===== config.mk =====
export PLATFORM = sky130hd
export DESIGN_NAME = kkde_mul
export DESIGN_NICKNAME = d
export VERILOG_FILES = /design/src/sv/kkde_pkg.sv /design/src/sv/kkde_mul.sv
export SDC_FILE = /design/constraint.sdc
export NUM_CORES = 2
export LEC_CHECK = 0
export BUFFER_PORTS_ARGS = -buffer_cell sky130_fd_sc_hd__buf_4
export CORE_ASPECT_RATIO = 1.5
export CORE_MARGIN = 8
export CORE_UTILIZATION = 55
export DETAILED_ROUTE_END_ITERATION = 6
export PLACE_DENSITY = 0.79
export SLEW_MARGIN = 20
export SYNTH_ARGS = -nofsm -noshare
export SYNTH_HDL_FRONTEND = slang
export SYNTH_SLANG_ARGS = --single-unit

===== constraint.sdc =====
create_clock -name vclk -period 10.38
set_clock_uncertainty 0.05 [all_clocks]
set_input_delay 2.076 -clock vclk [all_inputs]
set_output_delay 2.076 -clock vclk [all_outputs]
set_load 0.02 [all_outputs]

===== src/sv/kkde_pkg.sv =====
// Shared constants, codes and the exponential series for the kNN kernel density estimator.
package kkde_pkg;

    // Parameter defaults
    localparam int MAX_NEIGHBORS_DEF  = 64;
    localparam int EXP_TABLE_SIZE_DEF = 256;

    // Field widths
    localparam int DIST_W   = 16;
    localparam int EST_W    = 64;
    localparam int COUNT_W  = 7;
    localparam int STATUS_W = 2;
    localparam int CFG_W    = 2;

    // Divider datapath: 128-bit denominator shifted by 64, numerator shifted by up to 72
    localparam int DEN_LIMBS = 4;
    localparam int DIV_W     = 192;
    localparam int QUO_W     = 65;
    localparam int STEP_W    = 7;
    localparam int EXP_W     = 33;

    // Kernel codes
    localparam logic [CFG_W-1:0] KIND_EPAN  = 2'd0;
    localparam logic [CFG_W-1:0] KIND_CONE  = 2'd1;
    localparam logic [CFG_W-1:0] KIND_GAUSS = 2'd2;
    localparam logic [CFG_W-1:0] KIND_SILV  = 2'd3;

    // Status codes
    localparam logic [STATUS_W-1:0] ST_OK       = 2'd0;
    localparam logic [STATUS_W-1:0] ST_SAT      = 2'd1;
    localparam logic [STATUS_W-1:0] ST_ZERO_RAD = 2'd2;
    localparam logic [STATUS_W-1:0] ST_OVERFLOW = 2'd3;

    // Register indexes
    localparam logic REG_KIND = 1'b0;
    localparam logic REG_DIMS = 1'b1;

    // beta/2 in Q0.32, beta = 1.953
    localparam longint unsigned HALF_BETA_Q32 = 64'd4194035565;

    // Unsigned 64-bit quotient by shift and subtract; used at elaboration only
    function automatic longint unsigned f_udiv(input longint unsigned num,
                                               input longint unsigned den);
        longint unsigned rem;
        longint unsigned quo;
        rem = 64'd0;
        quo = 64'd0;
        for (int b = 63; b >= 0; b--) begin
            rem = {rem[62:0], num[b]};
            if (rem >= den) begin
                rem    = rem - den;
                quo[b] = 1'b1;
            end
        end
        return quo;
    endfunction

    // exp(-x) for Q0.32 x by the alternating series; used at elaboration only
    function automatic longint unsigned f_expq(input longint unsigned x);
        longint unsigned term;
        longint unsigned pos;
        longint unsigned neg;
        term = 64'd1 << 32;
        pos  = term;
        neg  = 64'd0;
        for (longint unsigned n = 1; n < 64 && term != 0; n++) begin
            term = f_udiv((term * x) >> 32, n);
            if (n[0]) neg += term;
            else      pos += term;
        end
        return (pos > neg) ? pos - neg : 64'd0;
    endfunction

    localparam longint unsigned E_ONE_L  = f_expq(HALF_BETA_Q32);
    localparam longint unsigned E_BETA_L = (E_ONE_L * E_ONE_L) >> 32;

    localparam logic [EXP_W-1:0] E_ONE  = EXP_W'(E_ONE_L);
    localparam logic [EXP_W-1:0] E_BETA = EXP_W'(E_BETA_L);
    // (1 - e^-beta) in Q0.32
    localparam logic [31:0] G_SCALE = 32'((64'd1 << 32) - E_BETA_L);

endpackage


===== src/sv/kkde_mul.sv =====
// Shared 32x32 multiplier with a 32-bit carry-in add.
module kkde_mul import kkde_pkg::*; (
    input  logic [31:0] i_a,
    input  logic [31:0] i_b,
    input  logic [31:0] i_c,
    output logic [63:0] o_p
);

    assign o_p = (64'(i_a) * 64'(i_b)) + 64'(i_c);

endmodule


# == After elaboration in Yosys (flattened, before gate mapping) ==
# Cells that the tools add are included.
# totals
reg_bits,0
inputBits,96
out_inout_bits,64
word_cells,2
# op_classes
n_addsub,1
mul,1
# ops
operator,count
64-bit by 32-bit adder with 64-bit output,1
32-bit by 32-bit multiplier with 64-bit output,1

# == Longest topological paths before layout ==
# depth
ltp_word,2
depth_mapped,30
ltp_nobuf,28

# == Worst setup path after synthesis ==
# OpenSTA, ideal clock, no wires.
# synth_path
path_kind,input -> output
startpoint,input i_b[0]
endpoint,output o_p[56]
arrival_ps,8925
t_required_ps,8254
path_slack_ps,-671
path_stages,27
path_buffers,2
path_cell_list,clkbuf_1 -> and2_1 -> fa_1 -> fa_1 -> fa_1 -> inv_1 -> fa_1 -> inv_1 -> fa_1 -> inv_1 -> fa_1 -> inv_1 -> fa_1 -> inv_1 -> fa_1 -> inv_1 -> ha_1 -> clkbuf_1 -> a21o_1 -> a211oi_1 -> o21ai_0 -> a41o_1 -> a31oi_1 -> a41oi_1 -> a31oi_1 -> o21bai_1 -> xnor2_1
# synth_between
elab_chain_len,2
# synth_rtl
element,line,text
"start, declared",kkde_mul.sv:4,"input logic [31:0] i_b,"
32-bit by 32-bit multiplier with 64-bit output,kkde_mul.sv:9,assign o_p = (64'(i_a) * 64'(i_b)) + 64'(i_c);
64-bit by 32-bit adder with 64-bit output,kkde_mul.sv:9,
"end, declared",kkde_mul.sv:6,output logic [63:0] o_p
# No other way between the ends.

# == Final worst setup path ==
# layout_path
startpoint,input i_a[12]
endpoint,output o_p[59]
# layout_between
elab_chain_len,2
# layout_rtl
element,line,text
"start, declared",kkde_mul.sv:3,"input logic [31:0] i_a,"
32-bit by 32-bit multiplier with 64-bit output,kkde_mul.sv:9,
64-bit by 32-bit adder with 64-bit output,kkde_mul.sv:9,
# No other way between the ends.

==> results.py <==
metrics = {
    "status": {
        "status": "complete, but fails checks",
        "violations": "negative setup slack",
    },
    "global_route": {
        "antenna_found_initial": 8,
        "grt_max_degree": 25,
        "grt_pass1_vias": 32800,
        "grt-ovfl-total": 0,
        "track_usage": 0.303,
        "grt_first_pass_wirelength_um": 168000,
    },
    "sta": {
        "max_freq_mhz": 86.1,
        "slew_viol_final": 0,
        "tns_ns": -36.25,
        "fin_crit_ns": 11.61,
        "hold_viol": 0,
        "period_share": 1.12,
        "fin_ws_ns": -1.23,
        "setup_violations": 47,
        "slew_headroom": 0.640,
        "worstMarginPinSlew_ns": 0.541,
        "grt_setup_unrepaired": "yes",
    },
    "die": {
        "die_y_um": 323,
        "start_util": 0.556,
        "die_w_um": 221,
        "die-area_um2": 71200,
        "core_um2": 62100,
        "ioPinCount": 160,
        "rows": 112,
    },
    "drt": {
        "detail_route.wl_per_cell_um": 21.8,
        "viasPerCell": 5.66,
        "vias": 28900,
        "dr.pass1.iters": 7,
        "drtIter0Drc": 1989,
        "drc": 0,
        "routed_wl_um": 111000,
        "route.antenna.remaining_nets": 0,
    },
    "setup_path": {
        "worst_ep_required_time_ns": 8.25,
        "startpoint": "i_a[12]",
        "start_kind": "input pin",
        "slowest_stage": "fa_2",
        "crit_fanout": 21,
        "slowest_delay_ns": 0.60,
        "cp-end-kind": "primary output",
        "setup.worst_path.class": "in2out",
        "crit_arrival_ns": 9.49,
    },
    "finish": {
        "stdcell_area_um2": 42400,
        "layout_commonest_cell": "inv_1",
        "regArea_um2": 0,
        "final_nets": 5588,
        "fill_cells": 4276,
        "drive_above_1_share": 0.227,
        "syn2layout_area_growth_pct": 22.9,
        "clock_buffers": 0,
        "final_cell_mix": "inv_1 (961), fa_1 (881), and2_1 (582)",
        "n_sequential_cell": 0,
    },
    "synth": {
        "avgSynthCellArea_um2": 8.94,
        "synth_seq_area_share": 0,
        "yosys_warnings": 0,
        "ys_types": 56,
        "syn_nets": 5145,
        "synth_cells": 3858,
        "syn_area_um2": 34500,
    },
    "worst_hold_path": {
        "worstHoldStart": "i_c[0]",
        "min_path_type": "in2out",
        "hold_path_depth": 3,
    },
    "placement": {
        "pre_cts_ws_ns": -1.48,
        "io_buffers": 160,
        "hpwl_um": 86700,
        "dpl_cell_area_um2": 39800,
        "gp_congestion": 0.926,
    },
    "clocking": {
        "hold_buffers": 0,
    },
    "flow_run": {
        "cap_violations": 0,
    },
}
final timing paths:
path,to,slack (ns)
max,o_p[59],-1.23
min,o_p[0],4.44
worst max-delay path, delay by kind of cell:
kind	cells	cell delay (ns)
AO/OA/AOI/OAI	7	1.49
XOR/XNOR	1	0.17
adder cells (fa/ha/maj)	9	3.97
buffers and inverters	10	1.02
AND/OR/NAND/NOR	2	0.71
area by class of cell:
cell class | instances | area (µm²) | share of cell area
Inverter | 1005 | 3780 | 0.0891
Antenna cell | 5 | 12.5 | 0.000295
Multi-Input combinational cell | 2636 | 31600 | 0.746
Timing Repair Buffer | 658 | 6000 | 0.141
Tap cell | 798 | 998 | 0.0235
synthesized netlist by cell type, drive strengths merged, types with 2 or more instances:
master   number  share of area
o21ai        43         0.0063
fa          928           0.54
o31ai         2        0.00083
a41oi         2        0.00073
ha          263          0.095
o211ai        4        0.00087
a211oi        3        0.00065
o41ai         3         0.0015
nand4        20         0.0036
xor2         23         0.0058
o21a          7         0.0015
nand3        15         0.0022
a211o         2        0.00051
a31oi        10         0.0022
nand2b        4        0.00073
inv        1005           0.11
or3           7         0.0014
nand2       447          0.049
nor2b         5        0.00091
xnor2        39         0.0099
and2        632           0.11
o221ai        2        0.00069
nor3          6        0.00087
and3          8         0.0015
a2111oi       3        0.00076
o21bai       13         0.0029
buf           7        0.00098
clkbuf      210          0.023
nor2         30         0.0033
a21oi        77          0.011
o22ai         2        0.00036
a21boi        2        0.00044
a21o         23         0.0050
logic make-up after synthesis:
kind of cell,Yosys count,synth area share
buffers and inverters,1222,0.133
adder cells (fa/ha/maj),1191,0.634
AND/OR/NAND/NOR,1178,0.179
AO/OA/AOI/OAI,205,0.0385
XOR/XNOR,62,0.0157
what timing repair did:
action	CTS	global route
endpoints found under the hold margin	0	0
gates resized for setup	317	133
pin swaps	116	86
setup endpoints to repair	47	49
setup buffers	47	25
cloned	7	4
routing by layer:
layer | track usage | up-vias | part of all wire
met5 | 0 | - | 0.00092
met4 | 0.243 | 4 | 0.10
met3 | 0.0528 | 724 | 0.081
met2 | 0.560 | 1552 | 0.52
met1 | 0.292 | 14700 | 0.29
li1 | - | 11900 | -
through the flow:
step           hold slack, ns  utilization  std cells
2_1_floorplan            4.31            -       3858
3_3_place_gp             4.43        0.641       5025
3_5_place_dp             4.44        0.641       5025
4_1_cts                  4.44        0.671       5074
5_1_grt                  4.46        0.683       5099
6_report                 4.44        0.683       5102
Power is not shown: default switching activity piles up to over one toggle a cycle in this logic, so the estimate is an artifact.
