[config.mk]
export PLATFORM = sky130hd
export DESIGN_NAME = kkde_store
export DESIGN_NICKNAME = d
export VERILOG_FILES = /design/src/sv/kkde_pkg.sv /design/src/sv/kkde_store.sv
export SDC_FILE = /design/constraint.sdc
export NUM_CORES = 1
export LEC_CHECK = 0
export BUFFER_PORTS_ARGS = -buffer_cell sky130_fd_sc_hd__buf_2
export CAP_MARGIN = 0
export CORE_MARGIN = 2
export CORE_UTILIZATION = 30
export DETAILED_ROUTE_END_ITERATION = 16
export PLACE_DENSITY = 0.53
export SYNTH_ARGS = -nofsm -noshare
export SYNTH_HDL_FRONTEND = slang
export SYNTH_SLANG_ARGS = --single-unit
[constraint.sdc]
create_clock -name i_clk -period 8.7 [get_ports i_clk]
set_clock_uncertainty 0.2 [all_clocks]
set_input_delay 1.74 -clock i_clk [delete_from_list [all_inputs] [get_ports i_clk]]
set_output_delay 1.74 -clock i_clk [all_outputs]
set_load 0.05 [all_outputs]
[src/sv/kkde_pkg.sv]
// Shared constants, codes and the exponential series for the kNN kernel density estimator.
package kkde_pkg;

    // Parameter defaults
    localparam int MAX_NEIGHBORS_DEF  = 64;
    localparam int EXP_TABLE_SIZE_DEF = 256;

    // Field widths
    localparam int DIST_W   = 16;
    localparam int EST_W    = 64;
    localparam int COUNT_W  = 7;
    localparam int STATUS_W = 2;
    localparam int CFG_W    = 2;

    // Divider datapath: 128-bit denominator shifted by 64, numerator shifted by up to 72
    localparam int DEN_LIMBS = 4;
    localparam int DIV_W     = 192;
    localparam int QUO_W     = 65;
    localparam int STEP_W    = 7;
    localparam int EXP_W     = 33;

    // Kernel codes
    localparam logic [CFG_W-1:0] KIND_EPAN  = 2'd0;
    localparam logic [CFG_W-1:0] KIND_CONE  = 2'd1;
    localparam logic [CFG_W-1:0] KIND_GAUSS = 2'd2;
    localparam logic [CFG_W-1:0] KIND_SILV  = 2'd3;

    // Status codes
    localparam logic [STATUS_W-1:0] ST_OK       = 2'd0;
    localparam logic [STATUS_W-1:0] ST_SAT      = 2'd1;
    localparam logic [STATUS_W-1:0] ST_ZERO_RAD = 2'd2;
    localparam logic [STATUS_W-1:0] ST_OVERFLOW = 2'd3;

    // Register indexes
    localparam logic REG_KIND = 1'b0;
    localparam logic REG_DIMS = 1'b1;

    // beta/2 in Q0.32, beta = 1.953
    localparam longint unsigned HALF_BETA_Q32 = 64'd4194035565;

    // Unsigned 64-bit quotient by shift and subtract; used at elaboration only
    function automatic longint unsigned f_udiv(input longint unsigned num,
                                               input longint unsigned den);
        longint unsigned rem;
        longint unsigned quo;
        rem = 64'd0;
        quo = 64'd0;
        for (int b = 63; b >= 0; b--) begin
            rem = {rem[62:0], num[b]};
            if (rem >= den) begin
                rem    = rem - den;
                quo[b] = 1'b1;
            end
        end
        return quo;
    endfunction

    // exp(-x) for Q0.32 x by the alternating series; used at elaboration only
    function automatic longint unsigned f_expq(input longint unsigned x);
        longint unsigned term;
        longint unsigned pos;
        longint unsigned neg;
        term = 64'd1 << 32;
        pos  = term;
        neg  = 64'd0;
        for (longint unsigned n = 1; n < 64 && term != 0; n++) begin
            term = f_udiv((term * x) >> 32, n);
            if (n[0]) neg += term;
            else      pos += term;
        end
        return (pos > neg) ? pos - neg : 64'd0;
    endfunction

    localparam longint unsigned E_ONE_L  = f_expq(HALF_BETA_Q32);
    localparam longint unsigned E_BETA_L = (E_ONE_L * E_ONE_L) >> 32;

    localparam logic [EXP_W-1:0] E_ONE  = EXP_W'(E_ONE_L);
    localparam logic [EXP_W-1:0] E_BETA = EXP_W'(E_BETA_L);
    // (1 - e^-beta) in Q0.32
    localparam logic [31:0] G_SCALE = 32'((64'd1 << 32) - E_BETA_L);

endpackage

[src/sv/kkde_store.sv]
// Distance store: one write port, one registered read port.
module kkde_store import kkde_pkg::*; #(
    parameter int DEPTH = MAX_NEIGHBORS_DEF,
    parameter int AW    = $clog2(DEPTH)
) (
    input  logic              i_clk,
    input  logic              i_we,
    input  logic [AW-1:0]     i_waddr,
    input  logic [DIST_W-1:0] i_wdata,
    input  logic              i_re,
    input  logic [AW-1:0]     i_raddr,
    output logic [DIST_W-1:0] o_q
);

    logic [DIST_W-1:0] r_mem [DEPTH];

    // Write port
    always_ff @(posedge i_clk) begin
        if (i_we) begin
            r_mem[i_waddr] <= i_wdata;
        end
    end

    // Registered read, held between reads
    always_ff @(posedge i_clk) begin
        if (i_re) begin
            o_q <= r_mem[i_raddr];
        end
    end

endmodule

======== Word level (Yosys, flattened, before mapping) ========
Memories as Yosys holds them, arrays and structs flattened. A register that Yosys moved wholly into a read port is not among the register bits.
Cells that the tools add are included.
storage, ports and cells
  memories ................................ 1
  input port bits ......................... 31
  memory bits (writable) .................. 1,024
  flip-flop bits (word level) ............. 0
  logic and storage cells ................. 3
memories
  memory  depth  bits a word  read ports  clocked after Yosys merged registers in  wr ports  RTL line          source
  r_mem   64     16           1           1                                        1         kkde_store.sv:15  logic [DIST_W-1:0] r_mem [DEPTH];
operators by class
  multiplexer cells ....................... 2
operator list
  cell              count
  1-bit 2-to-1 mux  2

======== Depth between registers and ports, before layout ========
Gate-level depths: netlist of the first run.
  depth after elaboration ................. 2
  gate-level depth with buffers ........... 10

======== Worst setup path after synthesis of the first run ========
OpenSTA, ideal clock, no wires.
  path type ............................... input port to flip-flop
  from .................................... input port i_waddr[3]
  to ...................................... memory r_mem[48][0], enable pin
  buffers on the path ..................... 1
  library setup time ...................... 409 ps
  stages .................................. 4
  arrival time ............................ 3,366 ps
  slack ................................... 4,725 ps
  cells stage by stage .................... clkbuf_1 > nor2b_1 > nand4b_1 > nor3_1
RTL lines
  element          RTL line          source
  start, declared  kkde_store.sv:8   input logic [AW-1:0] i_waddr,
  end, declared    kkde_store.sv:15
No word-level cell before the write port.

==> results of run 1 <==
## cells by family (layout without fill, tap and decap cells)
family,after synthesis,count (layout)
DFF,1040,1040
muxes,336,336
and+or+nand+nor,220,220
AOI/OAI and AO/OA,129,129
buffers and inverters,104,331
other,0,3
## flip-flops by register name, summed over array words and instances, names as in the netlist
signal / flops
r_mem: 1024
o_q: 16
## metrics by stage
step | setup WS (ps) | instance area [µm²] | cells | total power, µW | hold WS, ps
2_1_floorplan | 4730 | 40200 | 1829 | 5980 | 628
3_3_place_gp | 3390 | 42700 | 3626 | 6220 | 747
3_5_place_dp | 3390 | 42700 | 3626 | 6230 | 771
4_1_cts | 4100 | 46100 | 3824 | 10700 | 789
5_1_grt | 3900 | 46100 | 3824 | 10900 | 822
6_report | 4120 | 46100 | 3827 | 10600 | 786
## synth_stat cells, drive strengths merged, types with 2 or more instances
master	number	area (µm²)
clkbuf	27	108
nand2b	3	18.8
nor2b	30	188
a41oi	5	43.8
mux4	224	5060
nor3	2	10.0
a221o	6	60.1
nand3b	2	15.0
a22o	6	52.6
nor2	74	283
a311oi	8	70.1
nand2	60	233
and4	5	43.8
mux2	27	304
nand3	24	120
buf	77	626
edfxtp	1040	31200
nor4	3	37.5
o21ai	8	40.0
a31oi	8	50.1
a221oi	16	140
and2	2	12.5
a211o	8	70.1
a21oi	17	85.1
a211oi	8	60.1
mux2i	85	851
nand4	12	75.1
a22oi	39	293
## layout make-up
class / instances / area [µm²]
Multi-Input combinational cell: 685 / 8280
Clock buffer: 123 / 2780
Timing Repair Buffer: 133 / 947
Fill cell: 12321 / 87200
Tap cell: 1768 / 2210
Clock inverter: 75 / 633
Sequential cell: 1040 / 31200
Antenna cell: 3 / 7.51
## per-layer routing
| layer | global-route usage [%] | wire (µm) | vias up |
|---|---|---|---|
| met2 | 24.0 | 49400 | 706 |
| met1 | 21.6 | 45400 | 10474 |
| met3 | 2.52 | 7140 | 141 |
| met5 | 0 | 73 | - |
| li1 | - | - | 7978 |
| met4 | 3.21 | 1870 | 12 |
## where the power goes
group	total [µW]	leakage, µW	internal [µW]	switching [µW]
Combinational	534	0.00325	175	359
Sequential	5580	0.00937	5560	23.9
Clock	4470	0.00168	2580	1890
Total	10600	0.0143	8310	2280
## worst reg2reg max path, cell delays in order, from the launching register on
cell                       delay, ps
sky130_fd_sc_hd__edfxtp_1        360
sky130_fd_sc_hd__mux4_2          500
sky130_fd_sc_hd__mux2i_1         430
sky130_fd_sc_hd__a22oi_1         210
sky130_fd_sc_hd__a31oi_1         430
sky130_fd_sc_hd__a311oi_1        100
## worst paths after layout
path	to	slack (ps)	start
worst max-delay path	o_q[15]$_DFFE_PP_	4120	i_raddr[0]
worst min-delay path	o_q[15]$_DFFE_PP_	790	r_mem[38][15]$_DFFE_PP_
worst max register to register	o_q[1]$_DFFE_PP_	6190	r_mem[21][1]$_DFFE_PP_
worst min register to register	o_q[15]$_DFFE_PP_	790	r_mem[38][15]$_DFFE_PP_
==> results_dict.tcl, run 1 <==
set metrics [dict create \
    timing_worst_slew_pin_value_ps 1190 \
    die_x_um 370 \
    synth_seq_cells 1040 \
    grt_pass1_vias 19426 \
    cts-root-to-sink-buffers 3 \
    io-pin-count 47 \
    grt_max_degree 96 \
    drv.max_cap_violation_count 0 \
    final_hold_viol_count 0 \
    detail_routed_via_count_per_cell 5.05 \
    cts_inserted_buffers 106 \
    setup_viol 0 \
    crit_cells 7 \
    critPathRequiredTime_ps 8870 \
    floorplan.initialDensity_pct 30.2 \
    synth_compound_area_share_pct 2.40 \
    critPathLaunchType "input port" \
    synth.yosys.warnings 0 \
    clock_latency_ps 670 \
    crit_path_top_delay_cell "sky130_fd_sc_hd__mux4_2" \
    timing.critical_path.cells "buf_8 -> buf_12 -> mux4_2 -> nor2b_1 -> a211o_1 -> a31oi_1 -> a311oi_1" \
    grt_pass1_wl_um 147000 \
    fmax_mhz 218 \
    number_of_stages_on_the_worst_hold_path 3 \
    syn-num-nets 1860 \
    share_of_the_cycle_needed_by_the_critical_path_after_routing_pct 52.7 \
    worst-path-buf-inv 2 \
    cts_tree "built" \
    count_of_buffers_from_port_buffering 46 \
    synthXorXnorAreaFrac_pct 0 \
    final_common_cell "sky130_fd_sc_hd__edfxtp_1" \
    worst-endpoint-arrival_ps 4760 \
    clock_tree.htree_level_count 3 \
    yosys-mux-area-fraction_pct 15.5 \
    final_net_count 1997 \
    detailroute.via_count 19311 \
    post_drt_wl_per_cell_um 27.1 \
    synth-edff-count 1040 \
    timing.final.max_slew_violations 0 \
    place.gp.congestion 0.782 \
    worst_setup_path_category "in -> reg" \
    synthArstFlopShare_pct 0 \
    synth-simple-area-share_pct 2.64 \
    ant_nets 0 \
    cellLeakagePower_uw 0.0143 \
    postCtsHoldBufs 0 \
    core-area_um2 133000 \
    drtPass1Iterations 5 \
    drc_errors 0 \
    setup_total_negative_slack_ps 0 \
    synth_top_family_by_area "multiplexers" \
    global_route.usage.total_pct 15.0 \
    result_of_the_run "completed" \
    clock_transition_at_path_regs_ps 60 \
    syn_avg_cell_area_um2 22.0 \
    power.density_nw_per_um2 230 \
    critical-path-top-delay-family "buffers and inverters" \
    finish.utilization_pct 34.6 \
    clkSinkCount 1040 \
    ir_worst_vdd_mv 0.150 \
    worstHoldPathType "reg -> reg" \
    syn-cell-area_um2 40200 \
    ff2ff_path_depth 5 \
    globalRoute.totalOverflow 0 \
    dieArea_um2 137000 \
    worst_path_largest_cell_delay_ps 600 \
    setup_repair_bufs_after_cts 0 \
    cts-resized-gates 0 \
    drive_gt1_share_pct 27.2 \
    drt_first_iter_violations 2080 \
    synth_top_flop_cell "sky130_fd_sc_hd__edfxtp_1" \
    route.final.wire_length_um 104000 \
    synth_adder_area_share_pct 0 \
    most-common-layout-cells "sky130_fd_sc_hd__edfxtp_1, sky130_fd_sc_hd__mux4_2, sky130_fd_sc_hd__clkbuf_16" \
    syn-instance-count 1829 \
    fp-row-count 134 \
    rsz_0062_raised_after_global_routing "no" \
    area_growth_pct 14.7 \
    synth.lib_cells_used.distinct 42 \
    maximum_fanout_count_along_the_critical_path 68 \
    floorplan.die.height_um 370 \
    relSlewSlack_pct 20.4 \
    number_of_antenna_violations_at_the_first_check_in_global_routing 18 \
    synth_sequential_area_ratio_pct 77.7 \
    place.detailed.hpwl_um 60200 \
    crit_path_end_kind "flip-flop" \
    period_needed_ps 4580 \
    cts_root_buf "sky130_fd_sc_hd__clkbuf_16" \
]
Note: power is estimated with default switching activity, not from simulation.
==> run 2: changes to the inputs <==
ABC_AREA = 1   (was default)
PLACE_DENSITY = 0.54   (was 0.53)
clock period = 3.8 ns   (was 8.7 ns; I/O delays follow)
==> run 2 against run 1 <==
Area after synthesis up 5.1%. Hold slack got worse by 670 ps. Non-clock buffer count grew 59. Via count grew 40%. Clock power is 130% higher. Critical path type unchanged. Largest power group unchanged.
==> results_dict.tcl, run 2 <==
set metrics [dict create \
    timing.critical_path.from "i_raddr[0]" \
    clock_latency_ps 700 \
    place.detailed.hpwl_um 67400 \
    cts-resized-gates 0 \
    cts_root_buf "sky130_fd_sc_hd__clkbuf_16" \
    most-common-layout-cells "sky130_fd_sc_hd__nand2_1, sky130_fd_sc_hd__edfxtp_1, sky130_fd_sc_hd__nand3_1" \
    rsz_0062_raised_after_global_routing "no" \
    worst-path-buf-inv 4 \
    timing.critical_path.cells "buf_8 -> inv_16 -> buf_4 -> buf_4 -> nand2_1 -> nand3_1 -> nand3_1 -> nand2_1 -> nand2_1 -> nand3_1 -> nand3_1 -> nand2_1" \
    ant_nets 0 \
    post-synth-top-count-cell "sky130_fd_sc_hd__nand2_1" \
    synth_top_flop_cell "sky130_fd_sc_hd__edfxtp_1" \
    synth.cells.most_frequent "sky130_fd_sc_hd__nand2_1, sky130_fd_sc_hd__edfxtp_1, sky130_fd_sc_hd__nand3_1" \
    fp-row-count 137 \
    floorplan.die.height_um 379 \
    ff2ff_path_depth 8 \
    fmax_mhz 377 \
    share_clk_of_total_power_pct 41.3 \
    share_of_the_cycle_needed_by_the_critical_path_after_routing_pct 69.8 \
    synth-edff-count 1040 \
    critical-path-top-delay-family "buffers and inverters" \
    crit_path_end_kind "flip-flop" \
    postCtsHoldBufs 0 \
    drc_errors 0 \
    post_drt_wl_per_cell_um 21.4 \
    grt_max_degree 146 \
    setup_total_negative_slack_ps 0 \
    grt_pass1_wl_um 175000 \
    die_x_um 379 \
    synth_top_family_by_area "simple AND/OR/NAND/NOR gates" \
    cellLeakagePower_uw 0.0171 \
    rr_startpoint "r_mem[11][4]$_DFFE_PP_" \
    globalRoute.totalOverflow 0 \
    syn-cell-area_um2 42300 \
    timing_worst_slew_pin_value_ps 1180 \
    maximum_fanout_count_along_the_critical_path 85 \
    yosys-mux-area-fraction_pct 0 \
    cts_inserted_buffers 108 \
    relSlewSlack_pct 21.2 \
    reg_top3 "r_mem: 1024 flops, o_q: 16 flops" \
    synth_sequential_area_ratio_pct 73.9 \
    synth.yosys.warnings 0 \
    seq_power_share_pct 52.2 \
    synth-simple-area-share_pct 22.6 \
    worst_setup_path_category "in -> reg" \
    count_of_buffers_from_port_buffering 46 \
    place.gp.congestion 0.805 \
    synthXorXnorAreaFrac_pct 0 \
    cp-endpoint "o_q[13]$_DFFE_PP_" \
    power.density_nw_per_um2 507 \
    dieArea_um2 144000 \
    cellInternalPower_uw 18900 \
    ir_worst_vdd_mv 0.321 \
    floorplan.initialDensity_pct 30.2 \
    worstHoldPathType "in -> reg" \
    holdWs_ps 120 \
    synthArstFlopShare_pct 0 \
    yosysTopAreaCell "sky130_fd_sc_hd__edfxtp_1" \
    period_needed_ps 2650 \
    synth_seq_cells 1040 \
    setup_repair_bufs_after_cts 0 \
    area_growth_pct 14.1 \
    clock_transition_at_path_regs_ps 60 \
    reg_to_reg_slack_setup_ps 1870 \
    setup_viol 0 \
    finalNonFillerCells 5556 \
    io-pin-count 47 \
    placedCellCount 5360 \
    critPathLaunchType "input port" \
    cts-root-to-sink-buffers 3 \
    clock_tree.htree_level_count 3 \
    syn-instance-count 3517 \
    syn-num-nets 3548 \
    rr_endpoint "o_q[4]$_DFFE_PP_" \
    power.switching_fraction_pct 22.8 \
    drive_gt1_share_pct 9.41 \
    drtPass1Iterations 5 \
    switching_power_uw 5570 \
    crit_cells 12 \
    syn_avg_cell_area_um2 12.0 \
    final_hold_viol_count 0 \
    final_net_count 3625 \
    detailroute.via_count 26986 \
    power.combinational.fraction_pct 6.5 \
    core-area_um2 140000 \
    global_route.usage.total_pct 16.4 \
    drv.max_cap_violation_count 0 \
    largest_register_ff_count 1024 \
    worst_path_largest_cell_delay_ps 630 \
    number_of_antenna_violations_at_the_first_check_in_global_routing 11 \
    drt_first_iter_violations 2800 \
    synth.lib_cells_used.distinct 15 \
    synth_compound_area_share_pct 0 \
    timing.final.max_slew_violations 0 \
    detail_routed_via_count_per_cell 4.86 \
    result_of_the_run "completed" \
    worst-endpoint-arrival_ps 2990 \
    clkSinkCount 1040 \
    critPathRequiredTime_ps 4140 \
    final_common_cell "sky130_fd_sc_hd__nand2_1" \
    cts_tree "built" \
    max_flop_register "r_mem" \
    yosys-top-cells-area "sky130_fd_sc_hd__edfxtp_1, sky130_fd_sc_hd__nand2_1, sky130_fd_sc_hd__nand3_1" \
    synth_adder_area_share_pct 0 \
    grt_pass1_vias 25634 \
    synth.top_cell.area_share_pct 73.9 \
    crit_path_top_delay_cell "sky130_fd_sc_hd__buf_4" \
    route.final.wire_length_um 119000 \
    post-layout-total-power_uw 24500 \
]
==> run 2: area by class of cell <==
type                    count  area (µm²)
diodes                      5        12.5
repair buffers            192        1660
fillers                 13685       91500
inverters                  12        71.3
multi-input cells        2240        9590
clock inverters            56         493
well taps                1876        2350
clock buffers             135        2830
flip-flops and latches   1040       31200
==> run 2: worst min-delay path by stage <==
| stage | from | end | slack [ps] | depth (start not counted) |
|---|---|---|---|---|
| detailed placement | r_mem[52][10]$_DFFE_PP_ | o_q[10]$_DFFE_PP_ | 670 | 8 |
| finish | i_wdata[10] | r_mem[41][10]$_DFFE_PP_ | 120 | 1 |
| global route | i_wdata[10] | r_mem[41][10]$_DFFE_PP_ | 130 | 1 |
| CTS | i_wdata[10] | r_mem[41][10]$_DFFE_PP_ | 110 | 1 |
| global placement | r_mem[52][4]$_DFFE_PP_ | o_q[4]$_DFFE_PP_ | 680 | 8 |
| floorplan | r_mem[44][0]$_DFFE_PP_ | o_q[0]$_DFFE_PP_ | 600 | 8 |
==> run 2: metal layers <==
metal | vias to the layer above | global-route usage, % | share of wire (%)
li1 | 12565 | - | -
met1 | 13432 | 23.1 | 44
met2 | 811 | 25.8 | 46
met3 | 162 | 3.31 | 7.4
met4 | 16 | 4.32 | 2.2
met5 | - | 0 | 0.068
==> run 2: through the flow <==
step / area, µm² / util (%) / setup slack, ps
global placement: 44900 / 32.1 / 512
global route: 48200 / 34.5 / 944
CTS: 48200 / 34.5 / 1040
finish: 48200 / 34.5 / 1150
detailed placement: 44900 / 32.1 / 479
floorplan: 42300 / - / 286
==> run 2: worst reg2reg max path, delay by kind of cell, from the launching register on <==
kind / cells / cell delay, ps
and+or+nand+nor: 8 / 1120
DFF: 1 / 360
==> run 2: cells by family after synthesis <==
group                  Yosys count
buffers and inverters          237
DFF                           1040
and+or+nand+nor               2240
==> run 2: power by group through the flow <==
| stage | combinational, µW | sequential (µW) | clock, µW |
|---|---|---|---|
| after floorplan | 850 | 13000 | 0 |
| after global placement | 1590 | 13000 | 0 |
| after detailed placement | 1600 | 13000 | 0 |
| after CTS | 1610 | 12800 | 10300 |
| after global routing | 1740 | 12800 | 10700 |
| final | 1590 | 12800 | 10100 |
