$ cat src/sv/kkde_pkg.sv
// Shared constants, codes and the exponential series for the kNN kernel density estimator.
package kkde_pkg;

    // Parameter defaults
    localparam int MAX_NEIGHBORS_DEF  = 64;
    localparam int EXP_TABLE_SIZE_DEF = 256;

    // Field widths
    localparam int DIST_W   = 16;
    localparam int EST_W    = 64;
    localparam int COUNT_W  = 7;
    localparam int STATUS_W = 2;
    localparam int CFG_W    = 2;

    // Divider datapath: 128-bit denominator shifted by 64, numerator shifted by up to 72
    localparam int DEN_LIMBS = 4;
    localparam int DIV_W     = 192;
    localparam int QUO_W     = 65;
    localparam int STEP_W    = 7;
    localparam int EXP_W     = 33;

    // Kernel codes
    localparam logic [CFG_W-1:0] KIND_EPAN  = 2'd0;
    localparam logic [CFG_W-1:0] KIND_CONE  = 2'd1;
    localparam logic [CFG_W-1:0] KIND_GAUSS = 2'd2;
    localparam logic [CFG_W-1:0] KIND_SILV  = 2'd3;

    // Status codes
    localparam logic [STATUS_W-1:0] ST_OK       = 2'd0;
    localparam logic [STATUS_W-1:0] ST_SAT      = 2'd1;
    localparam logic [STATUS_W-1:0] ST_ZERO_RAD = 2'd2;
    localparam logic [STATUS_W-1:0] ST_OVERFLOW = 2'd3;

    // Register indexes
    localparam logic REG_KIND = 1'b0;
    localparam logic REG_DIMS = 1'b1;

    // beta/2 in Q0.32, beta = 1.953
    localparam longint unsigned HALF_BETA_Q32 = 64'd4194035565;

    // Unsigned 64-bit quotient by shift and subtract; used at elaboration only
    function automatic longint unsigned f_udiv(input longint unsigned num,
                                               input longint unsigned den);
        longint unsigned rem;
        longint unsigned quo;
        rem = 64'd0;
        quo = 64'd0;
        for (int b = 63; b >= 0; b--) begin
            rem = {rem[62:0], num[b]};
            if (rem >= den) begin
                rem    = rem - den;
                quo[b] = 1'b1;
            end
        end
        return quo;
    endfunction

    // exp(-x) for Q0.32 x by the alternating series; used at elaboration only
    function automatic longint unsigned f_expq(input longint unsigned x);
        longint unsigned term;
        longint unsigned pos;
        longint unsigned neg;
        term = 64'd1 << 32;
        pos  = term;
        neg  = 64'd0;
        for (longint unsigned n = 1; n < 64 && term != 0; n++) begin
            term = f_udiv((term * x) >> 32, n);
            if (n[0]) neg += term;
            else      pos += term;
        end
        return (pos > neg) ? pos - neg : 64'd0;
    endfunction

    localparam longint unsigned E_ONE_L  = f_expq(HALF_BETA_Q32);
    localparam longint unsigned E_BETA_L = (E_ONE_L * E_ONE_L) >> 32;

    localparam logic [EXP_W-1:0] E_ONE  = EXP_W'(E_ONE_L);
    localparam logic [EXP_W-1:0] E_BETA = EXP_W'(E_BETA_L);
    // (1 - e^-beta) in Q0.32
    localparam logic [31:0] G_SCALE = 32'((64'd1 << 32) - E_BETA_L);

endpackage

$ cat src/sv/kkde_div.sv
// Restoring divider, one quotient bit per cycle.
module kkde_div import kkde_pkg::*; (
    input  logic              i_clk,
    input  logic              i_rst_n,
    input  logic              i_start,
    input  logic [DIV_W-1:0]  i_num,
    input  logic [DIV_W-1:0]  i_dsh,
    input  logic [STEP_W-1:0] i_steps,
    output logic              o_done,
    output logic [QUO_W-1:0]  o_quo
);

    logic [DIV_W-1:0]  r_rem;
    logic [DIV_W-1:0]  r_dsh;
    logic [STEP_W-1:0] r_left;
    logic              r_busy;
    logic              w_ge;

    assign w_ge = (r_rem >= r_dsh);

    // Control
    always_ff @(posedge i_clk) begin
        if (!i_rst_n) begin
            r_busy <= 1'b0;
            o_done <= 1'b0;
            r_left <= '0;
        end else begin
            o_done <= !i_start && r_busy && (r_left == STEP_W'(1));
            if (i_start) begin
                r_busy <= 1'b1;
                r_left <= i_steps;
            end else if (r_busy) begin
                r_left <= r_left - STEP_W'(1);
                if (r_left == STEP_W'(1)) begin
                    r_busy <= 1'b0;
                end
            end
        end
    end

    // Datapath: compare, subtract, shift divisor down
    always_ff @(posedge i_clk) begin
        if (i_start) begin
            r_rem <= i_num;
            r_dsh <= i_dsh;
            o_quo <= '0;
        end else if (r_busy) begin
            if (w_ge) r_rem <= r_rem - r_dsh;
            r_dsh <= r_dsh >> 1;
            o_quo <= {o_quo[QUO_W-2:0], w_ge};
        end
    end

endmodule

$ cat config.mk
export PLATFORM = sky130hd
export DESIGN_NAME = kkde_div
export DESIGN_NICKNAME = d
export VERILOG_FILES = /design/src/sv/kkde_pkg.sv /design/src/sv/kkde_div.sv
export SDC_FILE = /design/constraint.sdc
export NUM_CORES = 1
export LEC_CHECK = 0
export BUFFER_PORTS_ARGS = -buffer_cell sky130_fd_sc_hd__buf_2
export CAP_MARGIN = 25
export CORE_AREA = 3 3 248 250
export DETAILED_ROUTE_END_ITERATION = 7
export DIE_AREA = 0 0 251 253
export PLACE_DENSITY = 0.86
export SYNTH_ARGS = -nofsm -noshare
export SYNTH_HDL_FRONTEND = slang
export SYNTH_SLANG_ARGS = --single-unit
$ cat constraint.sdc
create_clock -name i_clk -period 24.7 [get_ports i_clk]
set_clock_uncertainty 0.2 [all_clocks]
set_input_delay 3.705 -clock i_clk [delete_from_list [all_inputs] [get_ports i_clk]]
set_output_delay 3.705 -clock i_clk [all_outputs]
set_load 0.1 [all_outputs]
# After elaboration in Yosys (flattened, before gate mapping)
# Cells that the tools add are included.
[totals]
elab_cells = 26
input_bits = 394
out_inout_bits = 66
regBits = 458
[classes]
eq_ne = 1
reduce_logical = 6
add_sub_neg = 2
muxes = 10
magnitude_cmp = 1
[op_table]
columns = ["operator", "count"]
rows = [
  ["192-bit two-way mux", 5],
  ["192-bit greater-or-equal comparator", 1],
  ["192-bit subtractor", 1],
  ["7-bit two-way mux", 2],
  ["7-bit by 1-bit equality test with 1-bit output, second input constant", 1],
  ["7-bit by 1-bit subtractor with 7-bit output, second input constant", 1],
  ["2-bit nonzero test", 2],
  ["1-bit two-way mux", 3],
  ["1-bit logical AND", 2],
  ["2-bit AND reduction", 1],
  ["1-bit zero test", 1],
]

# Longest topological paths before layout
# Gate-level depths: netlist of the first run.
[depth]
word_depth = 4
mapped_depth = 17
mapped_depth_nobuf = 16

# Worst setup path before layout of the first run
# OpenSTA, ideal clock, no wires.
[synth_path]
kind = "input to register"
start = "input i_start"
end = "register r_rem[0], enable pin"
stages = 5
required_time_ns = 22.962
setup_slack_ns = 15.330
path_buffers = 3
setup_time_ns = 1.538
arrival_ns = 7.632
cell_sequence = "clkbuf_1 > clkbuf_1 > inv_1 > clkbuf_1 > nand2_1"
[synth_via]
elab_chain_cells = 2
elab_cells_between_ends = 3
cone_classes = "reduce/logical (3)"
[synth_lines]
columns = ["element", "line_no", "text"]
rows = [
  ["start: declaration", "kkde_div.sv:5", "input logic i_start,"],
  ["2-bit nonzero test (no line)", "n/a", ""],
  ["2-bit AND reduction (no line) *", "n/a", ""],
  ["end signal: assignment", "kkde_div.sv:44", "r_rem <= i_num;"],
  ["end signal: assignment", "kkde_div.sv:48", "if (w_ge) r_rem <= r_rem - r_dsh;"],
  ["end: declaration", "kkde_div.sv:13", "logic [DIV_W-1:0] r_rem;"],
]
# Every way passes the cells marked *; elsewhere a longest branch is shown, timed or not.
# A chain may end at the register's enable or synchronous reset.

# Final worst setup path of the first run
[layout_path]
start = "input i_start"
end = "register r_rem[36], enable pin"
# The elaborated chain is that of the path after synthesis.

==> summary.md, run 1 <==
| Metric | Value |
|---|---|
| CP Capture Type | flop |
| Unique masters post-synth | 74 |
| Final Hold Vio Count | 0 |
| Instance count of the mapped netlist | 3909 |
| DIE AREA | 63500 sq um |
| PD cells | 101 nW/um^2 |
| Top Ports | 460 |
| Htree depth | 2 |
| Dpl hpwl | 83000 microns |
| Ys Warns | 0 |
| Number of enable flip-flop cells after synthesis | 384 |
| Reg power frac | 28.9% |
| Final antenna-violating net count | 0 |
| Worst Path Required | 24740 ps |
| CP max FO | 126 |
| Vias in the first global route | 29.2k |
| Final setup viols | 0 |
| CTS tree | done |
| Net switching power | 1610 uW |
| Overflow after GRT | 0 |
| Setup TNS | 0 ps |
| Sequential share of the synthesized area | 40.0% |
| CTS root buf | clkbuf_16 |
| Crit path arrival time | 6570 ps |
| Max-cap violations | 0 |
| Crit Path Category | primary input to flop |
| Drt drc | 0 |
| Hold Crit Class | flop to flop |
| Postcts setup bufs | 0 |
| Clk buf depth | 3 |
| Port-buffer cells | 459 |
| Peak supply drop | 0.0617 mV |
| Ranking of synthesized cells by area | edfxtp_1 (35%), o21ai_0 (8.8%), nand2_1 (7.6%) |
| Initial antenna violation count | 8 |
| Hold buffers post-CTS | 0 |
| Filler cells | 5047 |
| Leading area contributor after synthesis | edfxtp_1 |
| DR vias | 31.1k |
| Routed vias/inst | 6.17 |
| DRT Wirelength | 107000 microns |
| Startpoint types | primary input |
| Top layer used by detailed routing | met5 |
| Outcome | finished, final reports clean |
| Worst-skew pair later-pin latency | 630 ps |
| Main synth FF type | edfxtp_1 |
| Layout Cells excl Fill | 5045 |
| Layout cells sized above 1 | 14.1% |
| Fin Hold WS | 291 ps |
| Post-synth top cells | nand2_1 (660), o21ai_0 (569), edfxtp_1 (384) |
| Leakage Power | 0.0154 uW |
| Area grow syn2layout | 13.6% |
| First-pass GRT wire length | 161000 microns |
| CP Cell Sequence | buf_8, buf_4, inv_1, nand2_4, buf_4 |
| DR iter-0 viols | 3432 |
| Final worst path period share | 26.4% |
| DR WL met2 | 48200 microns |
| Mapped Area | 32500 sq um |
| Rows | 89 |
| FFs w/ async S/R, synth | 0% |
| Sw Share | 43.2% |
| Fmax | 153 MHz |
| CP max-delay cell | buf_4 |
| Nets | 4817 |
| Avg Inst Size Synth | 8.31 sq um |
| Comb pwr share | 50.4% |
| Reg2Reg Setup Slack | 18250 ps |
| WL/cell | 21.1 microns |
| Reg clk slew, reported paths | 60 ps |
| Die Ht | 253 microns |
| Most used cell, CP | buf_4 |
| Metal-1 WL | 44100 microns |
| Critical path's largest stage delay | 890 ps |
| Largest net degree at the start of global routing | 133 |
| Relative slew margins | 27.7% |
| Cell with the most instances after synthesis | nand2_1 |
| P_int | 2120 uW |
| TritonRoute pass-1 iters | 8 |
| Total GRT Usage | 32.1% |
| Die width | 251 microns |
| Clock power frac | 20.7% |
| Initial core utilization | 54.9% |
| Unrepaired setup endpoints after global routing | no |
| Syn Nets | 4498 |
| Total CTS buffers | 50 |
| GPL Wtd Cong | 1.01 |
| Slew @ Worst Pin | 1070 ps |
| Met3 wire len | 9850 microns |
| Synth Register Bits | 458 |
| PostCTS Resize Cnt | 0 |
| CTS Sinks | 458 |
| Fin. max-slew vios | 0 |
| Shortest period the worst path allows | 6530 ps |
| CORE AREA | 59200 sq um |
| Placed cell count | 4944 |
| Post-synth top area share | 35.5% |
metal layers:
metal,vias to the layer above,track usage (%)
li1,14651,-
met1,14617,43.9
met2,1588,51.5
met3,265,5.34
met4,8,12.4
met5,-,0
kinds of logic after synthesis:
| family | after synthesis | share of synthesized area (%) |
|---|---|---|
| XOR/XNOR | 190 | 5.12 |
| AO/OA/AOI/OAI | 1261 | 22.4 |
| buffers and inverters | 455 | 5.32 |
| adder cells (fa/ha/maj) | 195 | 7.53 |
| multiplexers | 72 | 2.24 |
| AND/OR/NAND/NOR | 1278 | 17.4 |
| flip-flops | 458 | 40.0 |
path summary, 6_finish.rpt:
check | from | end | depth (start not counted)
setup reg to reg | r_rem[0] | r_rem[36] | 17
setup / recovery | i_start | r_rem[36] | 5
hold / removal | o_quo[64] | o_quo[64] | 2
hold reg to reg | o_quo[64] | o_quo[64] | 2
power groups by stage:
stage	Combinational, uW	Clock (uW)	Sequential [uW]
2_1_floorplan	1310	0	1090
3_3_place_gp	1790	0	1080
3_5_place_dp	1810	0	1090
4_1_cts	1820	781	1080
5_1_grt	2040	809	1090
6_report	1880	773	1080
sequential cells by signal (all words and copies together), names as in the netlist:
name and flops:
o_done 1, o_quo 65, r_busy 1, r_dsh 192, r_left 7, r_rem 192
per-stage QoR:
step | utilization (%) | total power, uW | setup WS [ps] | cell area [sq um]
2_1_floorplan | - | 2400 | 15330 | 32500
3_3_place_gp | 59.2 | 2870 | 16860 | 35100
3_5_place_dp | 59.2 | 2900 | 16810 | 35100
4_1_cts | 62.1 | 3680 | 17440 | 36800
5_1_grt | 62.3 | 3940 | 17970 | 36900
6_report | 62.3 | 3730 | 18170 | 36900
critical path, delay by kind of cell:
| family | cells | cell delay (ps) |
|---|---|---|
| AND/OR/NAND/NOR | 1 | 680 |
| buffers and inverters | 4 | 1800 |
final cells by class:
| class | count | area [sq um] | share of cell area (%) |
|---|---|---|---|
| Antenna cell | 3 | 7.51 | 0.0203 |
| Multi-Input combinational cell | 2996 | 17800 | 48.1 |
| Clock inverter | 33 | 344 | 0.932 |
| Timing Repair Buffer | 477 | 2540 | 6.89 |
| Tap cell | 773 | 967 | 2.62 |
| Sequential cell | 458 | 13000 | 35.3 |
| Clock buffer | 60 | 1350 | 3.66 |
| Inverter | 245 | 920 | 2.49 |
placed cells by master (no fill, tap or decap), types with 7 or more instances in the layout:
cell	instances
nand2_1	659
o21ai_0	569
buf_2	458
edfxtp_1	384
a21oi_1	344
nor2_1	281
inv_1	245
ha_1	194
xnor2_1	114
nand4_1	100
xor2_1	76
dfxtp_1	73
a21o_1	65
mux2i_1	65
o21bai_1	62
nor3_1	55
clkbuf_16	52
nand3_1	38
a31oi_1	35
o21a_1	31
nor4_1	21
a21boi_0	19
and4_1	17
and2_1	16
o211ai_1	16
o31ai_1	15
or2_2	15
nor2b_1	14
nand2b_1	14
or3_1	14
buf_4	13
a211oi_1	12
a221oi_1	11
clkinv_2	10
o21ai_1	9
or4_1	8
o21ba_2	7
and3_1	7
mux2_2	7
No activity file was read; power rests on OpenSTA's default activity.
==> inputs of run 2 (changes only) <==
==> constraint.sdc (replaced) <==
create_clock -name i_clk -period 6.2 [get_ports i_clk]
set_clock_uncertainty 0.2 [all_clocks]
set_input_delay 0.93 -clock i_clk [delete_from_list [all_inputs] [get_ports i_clk]]
set_output_delay 0.93 -clock i_clk [all_outputs]
set_load 0.1 [all_outputs]
==> summary.md, run 2 (synthesized netlist as in run 1, its figures left out) <==
| Metric | Value |
|---|---|
| Outcome | finished, final reports clean (unchanged) |
| Relative slew margins | 11.5% (was 27.7%) |
| Filler cells | 5095 (was 5047) |
| CTS tree | done (unchanged) |
| Unrepaired setup endpoints after global routing | no (unchanged) |
| Final worst path period share | 90.8% |
| Slew @ Worst Pin | 1330 ps (was 1070 ps) |
| Shortest period the worst path allows | 5630 ps |
| PostCTS Resize Cnt | 0 (unchanged) |
| CTS Sinks | 458 (unchanged) |
| Leakage Power | 0.0154 uW (about the same) |
| DRT Wirelength | 106000 microns (was 107000 microns) |
| Most used cell, CP | or4_1 (was buf_4) |
| Htree depth | 2 (unchanged) |
| CP Capture Type | flop (unchanged) |
| Dpl hpwl | 82900 microns (was 83000 microns) |
| Largest net degree at the start of global routing | 265 (was 133) |
| Drt drc | 0 (unchanged) |
| Startpoint types | flop (was primary input) |
| DR iter-0 viols | 3276 (was 3432) |
| Peak supply drop | 0.249 mV (was 0.0617 mV) |
| WL/cell | 21.0 microns (was 21.1 microns) |
| Clk buf depth | 3 (unchanged) |
| DIE AREA | 63500 sq um (unchanged) |
| Final Core Density | 62.3% (about the same) |
| Final instance area | 36900 sq um (about the same) |
| CP Cell Sequence | ha_1, nand4_1, or4_1, or4_1, or4_1, a311oi_1, or3_1, a21oi_4, o31ai_4, a21boi_0, xnor2_1, o21ai_0 (was buf_8, buf_4, inv_1, nand2_4, buf_4) |
| Crit Path Category | flop to flop (was primary input to flop) |
| Max-cap violations | 0 (unchanged) |
| Initial antenna violation count | 8 (unchanged) |
| Fmax | 178 MHz |
| Port-buffer cells | 459 (unchanged) |
| Vias in the first global route | 29.3k (was 29.2k) |
| Postcts setup bufs | 0 (unchanged) |
| Rows | 89 (unchanged) |
| Die Ht | 253 microns (unchanged) |
| First-pass GRT wire length | 161000 microns (about the same) |
| Hold Crit Class | primary input to flop (was flop to flop) |
| Top Ports | 460 (unchanged) |
| Final Hold Vio Count | 0 (unchanged) |
| Most common cell after layout, fill and taps aside | nand2_1 (unchanged) |
| Hold buffers post-CTS | 0 (unchanged) |
| Critical path's largest stage delay | 670 ps (was 890 ps) |
| Placed cell count | 4947 (was 4944) |
| Reg clk slew, reported paths | 60 ps (about the same) |
| R2R cell count | 12 (was 17) |
| Final setup viols | 0 (unchanged) |
| Nets | 4816 (was 4817) |
| PD cells | 405 nW/um^2 (was 101 nW/um^2) |
| Die width | 251 microns (unchanged) |
| Layout Cells excl Fill | 5038 (was 5045) |
| Total GRT Usage | 32.1% (about the same) |
| DR vias | 30.9k (was 31.1k) |
| Hold path cells | 2 (unchanged) |
| Layout cells sized above 1 | 13.9% (was 14.1%) |
| CP max-delay cell | or4_1 (was buf_4) |
| Biggest regs | r_dsh x192, r_rem x192, o_quo x65 (unchanged) |
| Fin. max-slew vios | 0 (unchanged) |
| Placed cell area | 35200 sq um (was 35100 sq um) |
| Worst Path Required | 6350 ps (was 24740 ps) |
| Routed vias/inst | 6.13 (was 6.17) |
| Final antenna-violating net count | 0 (unchanged) |
| CORE AREA | 59200 sq um (unchanged) |
| Most frequent cells in the layout | nand2_1 (659), o21ai_0 (569), buf_2 (458), edfxtp_1 (384), a21oi_1 (344) (unchanged) |
| Initial core utilization | 54.9% (unchanged) |
| Crit path arrival time | 5780 ps (was 6570 ps) |
| Setup TNS | 0 ps (unchanged) |
| Area grow syn2layout | 13.5% (was 13.6%) |
| CTS root buf | clkbuf_16 (unchanged) |
| CP max FO | 9 (was 126) |
| Overflow after GRT | 0 (unchanged) |
| GPL Wtd Cong | 1.02 (was 1.01) |
| Final Power | 14900 uW (was 3730 uW) |
| Worst-skew pair later-pin latency | 640 ps (was 630 ps) |
| TritonRoute pass-1 iters | 8 (unchanged) |
| Total CTS buffers | 50 (unchanged) |
## run 2: changes by cell type in the layout (fill, tap and decap cells not counted), sizes merged
cell      previous run  this run
inv                251       246
clkbuf              60        54
clkinv              22        23
diode                3         1
bufinv               3         6
buf                477       476
clkinvlp             2         5
## run 2: layout make-up
type	count	area [sq um]	share of cell area, %
repair buffers	476	2530	6.86
multi-input cells	2996	17800	48.2
clock inverters	35	407	1.10
diodes	1	2.50	0.00678
flip-flops and latches	458	13000	35.3
inverters	245	920	2.49
clock buffers	54	1270	3.43
well taps	773	967	2.62
## run 2: where the power goes
part           total, uW  switching, uW  internal, uW
Combinational       7540           4910          2630
Sequential          4290            184          4100
Clock               3100           1360          1740
## run 2: metal layers
layer | vias to the layer above | track usage [%] | share of wire [%]
met5 | - | 0 | 0.019
met4 | 2 | 13.2 | 4.6
met3 | 271 | 5.76 | 9.7
met2 | 1537 | 50.9 | 44
met1 | 14432 | 43.6 | 41
li1 | 14631 | - | -
## run 2: critical path: cells and delay by family (launching register included)
| kind | cells | cell delay, ps |
|---|---|---|
| AND/OR/NAND/NOR | 5 | 2530 |
| XOR/XNOR | 1 | 290 |
| AO/OA/AOI/OAI | 5 | 1450 |
| adder cells (fa/ha/maj) | 1 | 490 |
| flip-flops | 1 | 380 |
## run 2: path summary, 6_finish.rpt
| path | from | to | slack (ps) |
|---|---|---|---|
| min reg2reg | o_quo[19] | o_quo[19] | 330 |
| min | i_steps[4] | r_left[4] | 310 |
| max reg2reg | r_rem[106] | r_rem[170] | 570 |
| max | r_rem[106] | r_rem[170] | 570 |
## run 2: through the flow
stage	hold WS, ps	worst slack (ps)
3_5_place_dp	281	770
3_3_place_gp	270	826
4_1_cts	291	749
6_report	315	570
5_1_grt	298	239
2_1_floorplan	332	54.0
